$ cat config.mk
export PLATFORM = sky130hd
export DESIGN_NAME = step_detect_cadence_classifier_top
export DESIGN_NICKNAME = d
export VERILOG_FILES = /design/src/hdl/sdcc_pkg.sv /design/src/hdl/step_detect_cadence_classifier_top.sv
export SDC_FILE = /design/constraint.sdc
export NUM_CORES = 1
export LEC_CHECK = 0
export ABC_AREA = 1
export BUFFER_PORTS_ARGS = -buffer_cell sky130_fd_sc_hd__buf_2
export CAP_MARGIN = 20
export CORE_MARGIN = 1.5
export CORE_UTILIZATION = 41
export CTS_CLUSTER_DIAMETER = 50
export DETAILED_ROUTE_END_ITERATION = 12
export GPL_TIMING_DRIVEN = 0
export PLACE_DENSITY_LB_ADDON = 0.2
export SYNTH_ARGS = -nofsm -noshare
export SYNTH_HDL_FRONTEND = slang
export SYNTH_SLANG_ARGS = --single-unit
$ cat constraint.sdc
create_clock -name clk -period 13.1 [get_ports clk]
set_input_delay 2.62 -clock clk [delete_from_list [all_inputs] [get_ports clk]]
set_output_delay 2.62 -clock clk [all_outputs]
set_load 0.01 [all_outputs]
$ cat src/hdl/sdcc_pkg.sv
`default_nettype none

package sdcc_pkg;

  localparam int WINDOW_LEN = 8;
  localparam int STEP_TIMES = 4;

  localparam int READ_W   = 10;
  localparam int TS_W     = 32;
  localparam int PERIOD_W = 16;
  localparam int THR_W    = 10;
  localparam int RATE_W   = 2;

  // running sum of the window, wide enough for WINDOW_LEN full-scale readings
  localparam int SUM_W = READ_W + $clog2(WINDOW_LEN);

  // exact divide by WINDOW_LEN through a reciprocal multiply
  localparam int DIV_SH  = SUM_W + $clog2(WINDOW_LEN);
  localparam int DIV_MUL = (2 ** DIV_SH + WINDOW_LEN - 1) / WINDOW_LEN;
  localparam int PROD_W  = SUM_W + DIV_SH + 1;

  localparam logic [TS_W-1:0] NOT_READY_LIMIT = TS_W'(100);

  // in packed stream layout
  localparam int S_DATA_W = 48;
  localparam int M_DATA_W = 16;

  typedef enum logic [RATE_W-1:0] {
    RATE_NOT_READY  = 2'd0,
    RATE_STATIONARY = 2'd1,
    RATE_WALKING    = 2'd2,
    RATE_RUNNING    = 2'd3
  } rate_t;

  typedef enum logic [1:0] {
    CFG_AMP_THRESHOLD = 2'd0,
    CFG_WALK_PERIOD   = 2'd1,
    CFG_RUN_PERIOD    = 2'd2
  } cfg_reg_t;

  function automatic rate_t classify(input logic            not_ready,
                                     input logic [TS_W-1:0] full_span,
                                     input logic [TS_W-1:0] step_span,
                                     input logic [PERIOD_W-1:0] walk_period,
                                     input logic [PERIOD_W-1:0] run_period);
    logic [TS_W-1:0] walk_ext;
    logic [TS_W-1:0] run_ext;
    rate_t           rate;
    walk_ext = {{(TS_W-PERIOD_W){1'b0}}, walk_period};
    run_ext  = {{(TS_W-PERIOD_W){1'b0}}, run_period};
    if (not_ready) begin
      rate = RATE_NOT_READY;
    end else if (full_span > walk_ext) begin
      rate = RATE_STATIONARY;
    end else if (step_span < run_ext) begin
      rate = RATE_RUNNING;
    end else if (step_span < walk_ext) begin
      rate = RATE_WALKING;
    end else begin
      rate = RATE_STATIONARY;
    end
    return rate;
  endfunction

endpackage

`default_nettype wire

$ cat src/hdl/step_detect_cadence_classifier_top.sv
`default_nettype none

// Step detector with cadence classifier. Each input transaction carries a
// 10-bit sensor reading and a 32-bit millisecond timestamp; each one yields
// exactly one output transaction with the truncated average of the last
// WINDOW_LEN readings, a step flag (rising crossing of the amplitude
// threshold) and a movement class built from the last STEP_TIMES step
// timestamps: 0 not ready, 1 stationary, 2 walking, 3 running. The block
// takes one transaction per clock cycle, sustained, while the output is not
// stalled. The result is registered: an accepted transaction waits in the
// input register, then the window sum, average, crossing test and span
// compares load the result register. The running window sum and the step
// time list are updated as the result register loads, which sets the rate.
// Both the step-list candidates (shifted and not) are classified in
// parallel and picked by the step flag. Reset clears all state at once; no
// clearing pass is needed. Registers (amplitude threshold, walk period, run
// period) are written over the cfg channel, which is always ready, and must
// only be written while no transaction is in flight.
module step_detect_cadence_classifier_top
  import sdcc_pkg::*;
(
  input  wire logic                clk,
  input  wire logic                rst,
  // input stream
  input  wire logic                s_tvalid,
  output logic                     s_tready,
  input  wire logic [S_DATA_W-1:0] s_tdata,   // reading[9:0], timestamp_ms[41:10], zero pad
  // output stream
  output logic                     m_tvalid,
  input  wire logic                m_tready,
  output logic [M_DATA_W-1:0]      m_tdata,   // average[9:0], movement_rate[11:10], zero pad
  output logic                     m_tuser,   // step_seen
  // register write channel
  input  wire logic                cfg_valid,
  output logic                     cfg_ready,
  input  wire logic [1:0]          cfg_index,
  input  wire logic [PERIOD_W-1:0] cfg_data
);

  // configuration registers
  logic [THR_W-1:0]    amplitude_threshold;
  logic [PERIOD_W-1:0] walk_period_ms;
  logic [PERIOD_W-1:0] run_period_ms;

  // input register stage
  logic              in_valid;
  logic [READ_W-1:0] in_reading;
  logic [TS_W-1:0]   in_timestamp;

  // result register stage
  logic              out_valid;
  logic [READ_W-1:0] out_average;
  rate_t             out_rate;
  logic              out_step;

  // detector state
  logic [READ_W-1:0] sample_window [WINDOW_LEN];
  logic [SUM_W-1:0]  window_sum;
  logic [READ_W-1:0] previous_average;
  logic [TS_W-1:0]   step_times [STEP_TIMES];

  // next values
  logic [SUM_W-1:0]  window_sum_next;
  logic [PROD_W-1:0] avg_product;
  logic [READ_W-1:0] average_next;
  logic              step_next;
  rate_t             rate_next;
  rate_t             rate_keep;
  rate_t             rate_shift;

  logic advance;

  // result stage moves when empty or being drained
  assign advance   = !out_valid || m_tready;
  assign s_tready  = !in_valid || advance;
  assign cfg_ready = 1'b1;

  assign m_tvalid = out_valid;
  assign m_tuser  = out_step;
  assign m_tdata  = {{(M_DATA_W-READ_W-RATE_W){1'b0}}, out_rate, out_average};

  // register writes; out-of-range indexes are dropped
  always_ff @(posedge clk) begin
    if (rst) begin
      amplitude_threshold <= THR_W'(512);
      walk_period_ms      <= PERIOD_W'(1000);
      run_period_ms       <= PERIOD_W'(500);
    end else if (cfg_valid && cfg_ready) begin
      case (cfg_reg_t'(cfg_index))
        CFG_AMP_THRESHOLD: amplitude_threshold <= cfg_data[THR_W-1:0];
        CFG_WALK_PERIOD:   walk_period_ms      <= cfg_data;
        CFG_RUN_PERIOD:    run_period_ms       <= cfg_data;
        default: ;
      endcase
    end
  end

  // input register
  always_ff @(posedge clk) begin
    if (rst) begin
      in_valid <= 1'b0;
    end else if (s_tready) begin
      in_valid <= s_tvalid;
    end
  end

  always_ff @(posedge clk) begin
    if (s_tready && s_tvalid) begin
      in_reading   <= s_tdata[READ_W-1:0];
      in_timestamp <= s_tdata[READ_W +: TS_W];
    end
  end

  // running sum: drop the oldest reading, add the new one
  always_comb begin
    window_sum_next = window_sum
                    - {{(SUM_W-READ_W){1'b0}}, sample_window[0]}
                    + {{(SUM_W-READ_W){1'b0}}, in_reading};
    avg_product  = PROD_W'(window_sum_next) * PROD_W'(DIV_MUL);
    average_next = avg_product[DIV_SH +: READ_W];
    // rising crossing against the current threshold
    step_next = (average_next > amplitude_threshold)
             && !(previous_average > amplitude_threshold);
  end

  // cadence for both possible step lists, picked by the step flag
  always_comb begin
    logic below_keep;
    logic below_shift;
    below_keep  = in_timestamp < NOT_READY_LIMIT;
    below_shift = in_timestamp < NOT_READY_LIMIT;
    // list without shift: old slots 0..STEP_TIMES-2, then now
    for (int i = 0; i < STEP_TIMES - 1; i++) begin
      below_keep = below_keep | (step_times[i] < NOT_READY_LIMIT);
    end
    // list with shift: old slots 1..STEP_TIMES-1, then now
    for (int i = 1; i < STEP_TIMES; i++) begin
      below_shift = below_shift | (step_times[i] < NOT_READY_LIMIT);
    end
    rate_keep  = classify(below_keep,
                          in_timestamp - step_times[0],
                          step_times[STEP_TIMES-2] - step_times[0],
                          walk_period_ms, run_period_ms);
    rate_shift = classify(below_shift,
                          in_timestamp - step_times[1],
                          step_times[STEP_TIMES-1] - step_times[1],
                          walk_period_ms, run_period_ms);
    rate_next  = step_next ? rate_shift : rate_keep;
  end

  // state update as the item leaves the input register
  always_ff @(posedge clk) begin
    if (rst) begin
      out_valid        <= 1'b0;
      window_sum       <= '0;
      previous_average <= '0;
      for (int i = 0; i < WINDOW_LEN; i++) begin
        sample_window[i] <= '0;
      end
      for (int i = 0; i < STEP_TIMES; i++) begin
        step_times[i] <= '0;
      end
    end else if (advance) begin
      out_valid <= in_valid;
      if (in_valid) begin
        window_sum       <= window_sum_next;
        previous_average <= average_next;
        for (int i = 0; i < WINDOW_LEN - 1; i++) begin
          sample_window[i] <= sample_window[i+1];
        end
        sample_window[WINDOW_LEN-1] <= in_reading;
        if (step_next) begin
          for (int i = 0; i < STEP_TIMES - 1; i++) begin
            step_times[i] <= step_times[i+1];
          end
        end
        step_times[STEP_TIMES-1] <= in_timestamp;
      end
    end
  end

  // result register
  always_ff @(posedge clk) begin
    if (advance && in_valid) begin
      out_average <= average_next;
      out_rate    <= rate_next;
      out_step    <= step_next;
    end
  end

endmodule

`default_nettype wire

Yosys cells after proc, flatten, opt, wreduce, memory -nomap -nowiden:

Memories as Yosys holds them, arrays and structs flattened.
Index checks and enable logic that the tools add are counted.

* reduce and logical (&&, ||, !) cells: 13
* equality and inequality tests: 2
* shift-type cells: 0
* multipliers: 0
* $add $sub $neg: 6
* divide/modulo/power cells: 0
* magnitude comparators: 13
* multiplexer cells: 32
* bitwise operators: 18

Operator list (number)
* $lt A32 B7 Y1 const B: 5
* $lt A32 B16 Y1: 4
* $mux W32: 4
* $sub A32 B32 Y32: 4
* $mux W10: 8
* $gt A32 B16 Y1: 2
* $gt A10 B10 Y1: 2
* $mux W2: 9
* $or A1 B1 Y1: 18
* $add A13 B10 Y13: 1
* $sub A13 B10 Y13: 1
* $mux W1: 11
* $reduce_and A2 Y1: 4
* $logic_and A1 B1 Y1: 3
* $logic_not A1 Y1: 3
* $eq A2 B1 Y1 const B: 1
* $eq A2 B2 Y1 const B: 1
* $logic_not A2 Y1: 1
* $logic_or A1 B1 Y1: 2

* bits in read-only memories: 0
* RAM bits: 208
* register bits: 122
* bits of input ports: 71
* memories kept: 2
* bits in latches: 0
* word-level logic and storage cells: 98
* output and inout port bits: 20

Memory list
* step_times: words 4, bits a word 32, rd ports 4, clocked after Yosys merged registers in 0, write ports 4, line step_detect_cadence_classifier_top.sv:60 `logic [TS_W-1:0] step_times [STEP_TIMES];`
* sample_window: words 8, bits a word 10, rd ports 8, clocked after Yosys merged registers in 0, write ports 8, line step_detect_cadence_classifier_top.sv:57 `logic [READ_W-1:0] sample_window [WINDOW_LEN];`

Longest topological paths before layout:

An unclocked memory read counts as a cell.

* depth in word-level cells: 11
* mapped depth: 28
* gate-level depth less buffers: 28

Worst setup path after synthesis:

No wires, ideal clock.

* kind: input to register
* start: input m_tready
* end: memory step_times[0][0], enable pin
* path buffers: 0
* library setup time: 0.683 ns
* data required time: 12.417 ns
* path slack: 2.138 ns
* arrival: 10.279 ns
* stages: 4
* cell sequence: nor2_1 -> nor2_1 -> inv_1 -> o21ai_0

RTL lines
* start: declaration: line step_detect_cadence_classifier_top.sv:30 `input wire logic m_tready,`
* end: declaration: line step_detect_cadence_classifier_top.sv:60

Worst setup path after layout:

* start: input m_tready
* end: output s_tready

* word-level cells in the longest chain between the ends: 2

Ends and longest elaborated chain
* $logic_or A1 B1 Y1: line step_detect_cadence_classifier_top.sv:74 `assign advance = !out_valid || m_tready;`
* $logic_or A1 B1 Y1: line step_detect_cadence_classifier_top.sv:75 `assign s_tready = !in_valid || advance;`
* end: declaration: line step_detect_cadence_classifier_top.sv:26 `output logic s_tready,`

No other way between the ends.

==> metrics.txt <==
endpoints failing hold=0; DR WL/cell=about 18 um; CTS Hold Bufs=0; CTS sink cnt=320; Via-to-Cell Ratio=roughly 5; CP dominant cell by count=buf_2; commonest non-fill, non-tap cells in the layout=927 x nand2_1, 698 x inv_1, 442 x nor2_1; slowest stage delay, CP=approximately 0.21 ns; slowest CP cell=nor2_1; layout cells sized above 1=between 7 and 8%; Mapped Area=around 0.025 mm2; period utilization=between 40% and 50%; clk_lat worst skew=0.59 ns; antenna cells=0; CP Max Fanout=3; number of synthesized flops with an enable pin=about 260; Routed Antenna Nets=0; unrepaired setup endpoints after global routing=no; Initial DRT Pass Iterations=5; DR DRC count=0; Pleak=~14 nW; pin count of the biggest net entering global routing=45; DP Worst Slack=between 7 and 8 ns; Synth async-reset ratio=0%; worst-path cell chain=buf_2 > nor2_1 > nand2_1 > buf_2; final worst slack=roughly 7.3 ns; Cells after Synth=3,459; Synth Register Bits=320; starting density of the core=approximately two fifths; Top Ports=91; Post-CTS Setup Bufs=0; most common cell after layout, fill and taps aside=nand2_1; port bufs=just under 80; hold path startpoint=window_sum[0]$_SDFFE_PP0P_; die area=approximately 0.063 mm2; max cap viols=0; Setup Skew=roughly 0.026 ns; RR Startpoint=in_reading[1]$_DFFE_PP_; aggregate global routing overflow=0; cts bufs inserted=between 40 and 50; post-route cell area=roughly 0.028 mm2; Top FF cell, synth=edfxtp_1; vias in the first global route=20,527; R2R Setup Slk=8.14 ns; core area=slightly above 0.06 mm2; Tightest Hold Check Type=reg2reg; status=complete, no violations; final setup fails=0; VDD IR max=approximately 0.11 mV; nature of the critical path endpoint=primary output; Final Routed Wirelength=slightly below 80,000 um; delay-heaviest family, CP=simple AND/OR/NAND/NOR gates; Slew Limit Headroom=between 40% and 50%; CTS max path bufs=3; CP Buf/Inv Count=2; Setup TNS=0 ns; HPWL Detailed=between 60,000 and 70,000 um; Syn Area/Cell=approximately 7.2 um2; Layout area overhead=11.6%; Yosys warnings=0; Reg clk slew, reported paths=roughly 0.060 ns; vias=approximately 22,000; Critical Path RT=~10 ns; aggregate global-route resource usage=roughly a quarter; TritonCTS clock tree=built; initial DRC count=between 1,500 and 2,000; initial antenna violation count=0; Resize count post-CTS=0; PD cells=between 150 and 200 mW/mm2; Die H=about 250 um; first-pass GRT wire length=~120,000 um; Period minus WS final=between 5 and 6 ns; pin slew with the least headroom to its limit=~0.90 ns; max-slew violation count=0; root buffer cell=clkbuf_16; CTS H-tree depth=2; critical path launch point type=input pin; DP Area=approximately 0.027 mm2; nets@finish=slightly below 4,000; post-route core utilization=between 40 and 50%; Die Width=250 um; register area share after synthesis=roughly 36%; CP Data Arrival Time=3.20 ns; Yosys cell types=50; kind of critical path=in2out; row count=90; f_max=172 MHz; CP Launch Point=m_tready; gpl congestion=approximately 0.97
## cell usage after synthesis (9+ instances only)
cell | instances | area share, %
dfxtp_1 | 57 | 4.6
nor3_1 | 20 | 0.40
nand2_2 | 46 | 1.2
nor4_1 | 13 | 0.33
nand4_1 | 60 | 1.5
a21oi_1 | 185 | 3.7
o21bai_1 | 16 | 0.48
a21o_1 | 10 | 0.30
nand2_1 | 927 | 14
inv_2 | 20 | 0.30
o21ai_0 | 74 | 1.5
ha_1 | 249 | 12
nand3b_1 | 20 | 0.60
o211ai_1 | 16 | 0.48
nor2_1 | 443 | 6.6
edfxtp_1 | 263 | 32
fa_1 | 14 | 1.1
buf_4 | 9 | 0.27
inv_1 | 699 | 10
clkbuf_1 | 22 | 0.33
xor2_1 | 66 | 2.3
nor2_2 | 24 | 0.60
nand3_1 | 120 | 2.4
nand3_2 | 10 | 0.40
## sequential cells by signal, indices dropped and copies added (netlist names)
signal               flops
in_valid                 1
window_sum              13
out_average             10
in_reading              10
m_tuser                  1
m_tvalid                 1
sample_window           80
step_times             128
walk_period_ms          16
run_period_ms           16
out_rate                 2
amplitude_threshold     10
in_timestamp            32
## metal layers
layer	GRT usage (%)	vias up	share of wire [%]	wire length, um
met4	7.41	0	3.0	2360
met5	0	-	0	0
li1	-	11246	-	-
met1	34.4	10084	45	35500
met3	2.81	111	6.5	5140
met2	41.1	606	45	35400
## worst register-to-register path: stages (launching register included)
cell      delay (ns)
edfxtp_1        0.32
inv_1           0.07
fa_1            0.53
inv_1           0.07
fa_1            0.43
nand2_1         0.07
inv_1           0.05
nand2_1         0.05
nand2_1         0.11
a21oi_1         0.26
o21ai_0         0.17
a21oi_1         0.17
o21bai_1        0.10
xnor2_1         0.20
inv_1           0.09
ha_1            0.32
nand4_1         0.13
o221ai_1        0.18
nand2_1         0.07
inv_1           0.05
nand2_1         0.15
o21ai_4         0.60
buf_16          0.24
buf_12          0.22
## cell type report
type / count / area (um2)
clock buffer: 56 / 1130
multi-input combinational: 2381 / 13100
inverter: 722 / 2710
buffer: 39 / 191
clock inverter: 23 / 236
tap: 782 / 978
timing repair buffer: 85 / 533
sequential: 320 / 9040
fill: 6186 / 32400
## where the power goes
part	internal, mW	total, mW	switching [mW]	leakage, nW
Sequential	1.27	1.36	0.0922	3.19
Clock	0.665	1.14	0.473	0.658
Combinational	0.859	2.61	1.75	10.3
Total	2.79	5.10	2.31	14.1
## per-stage QoR
step	total power, mW	cells	hold slack (ns)
floorplan	3.19	3462	0.454
global placement	3.92	4322	0.486
detailed placement	3.94	4329	0.491
CTS	5.09	4408	0.499
global route	5.50	4408	0.511
finish	5.10	4408	0.492
## worst paths after layout
check	depth (start not counted)	endpoint
worst max-delay path	4	s_tready
worst min-delay path	2	window_sum[0]$_SDFFE_PP0P_
worst min register to register	2	window_sum[0]$_SDFFE_PP0P_
worst max register to register	23	step_times[2][26]$_SDFFCE_PN0P_
## cells by family (layout without fill, tap and decap cells)
logic type	after synthesis	in the layout	synth area share [%]
adders and majority gates	263	263	13.6
and+or+nand+nor	1701	1701	28.6
buffers and inverters	761	925	11.6
AOI/OAI and AO/OA	340	340	7.61
xor gates and xnor gates	72	72	2.52
other	2	5	0.0300
DFF	320	320	36.1
No activity file was read; power rests on OpenSTA's default activity.
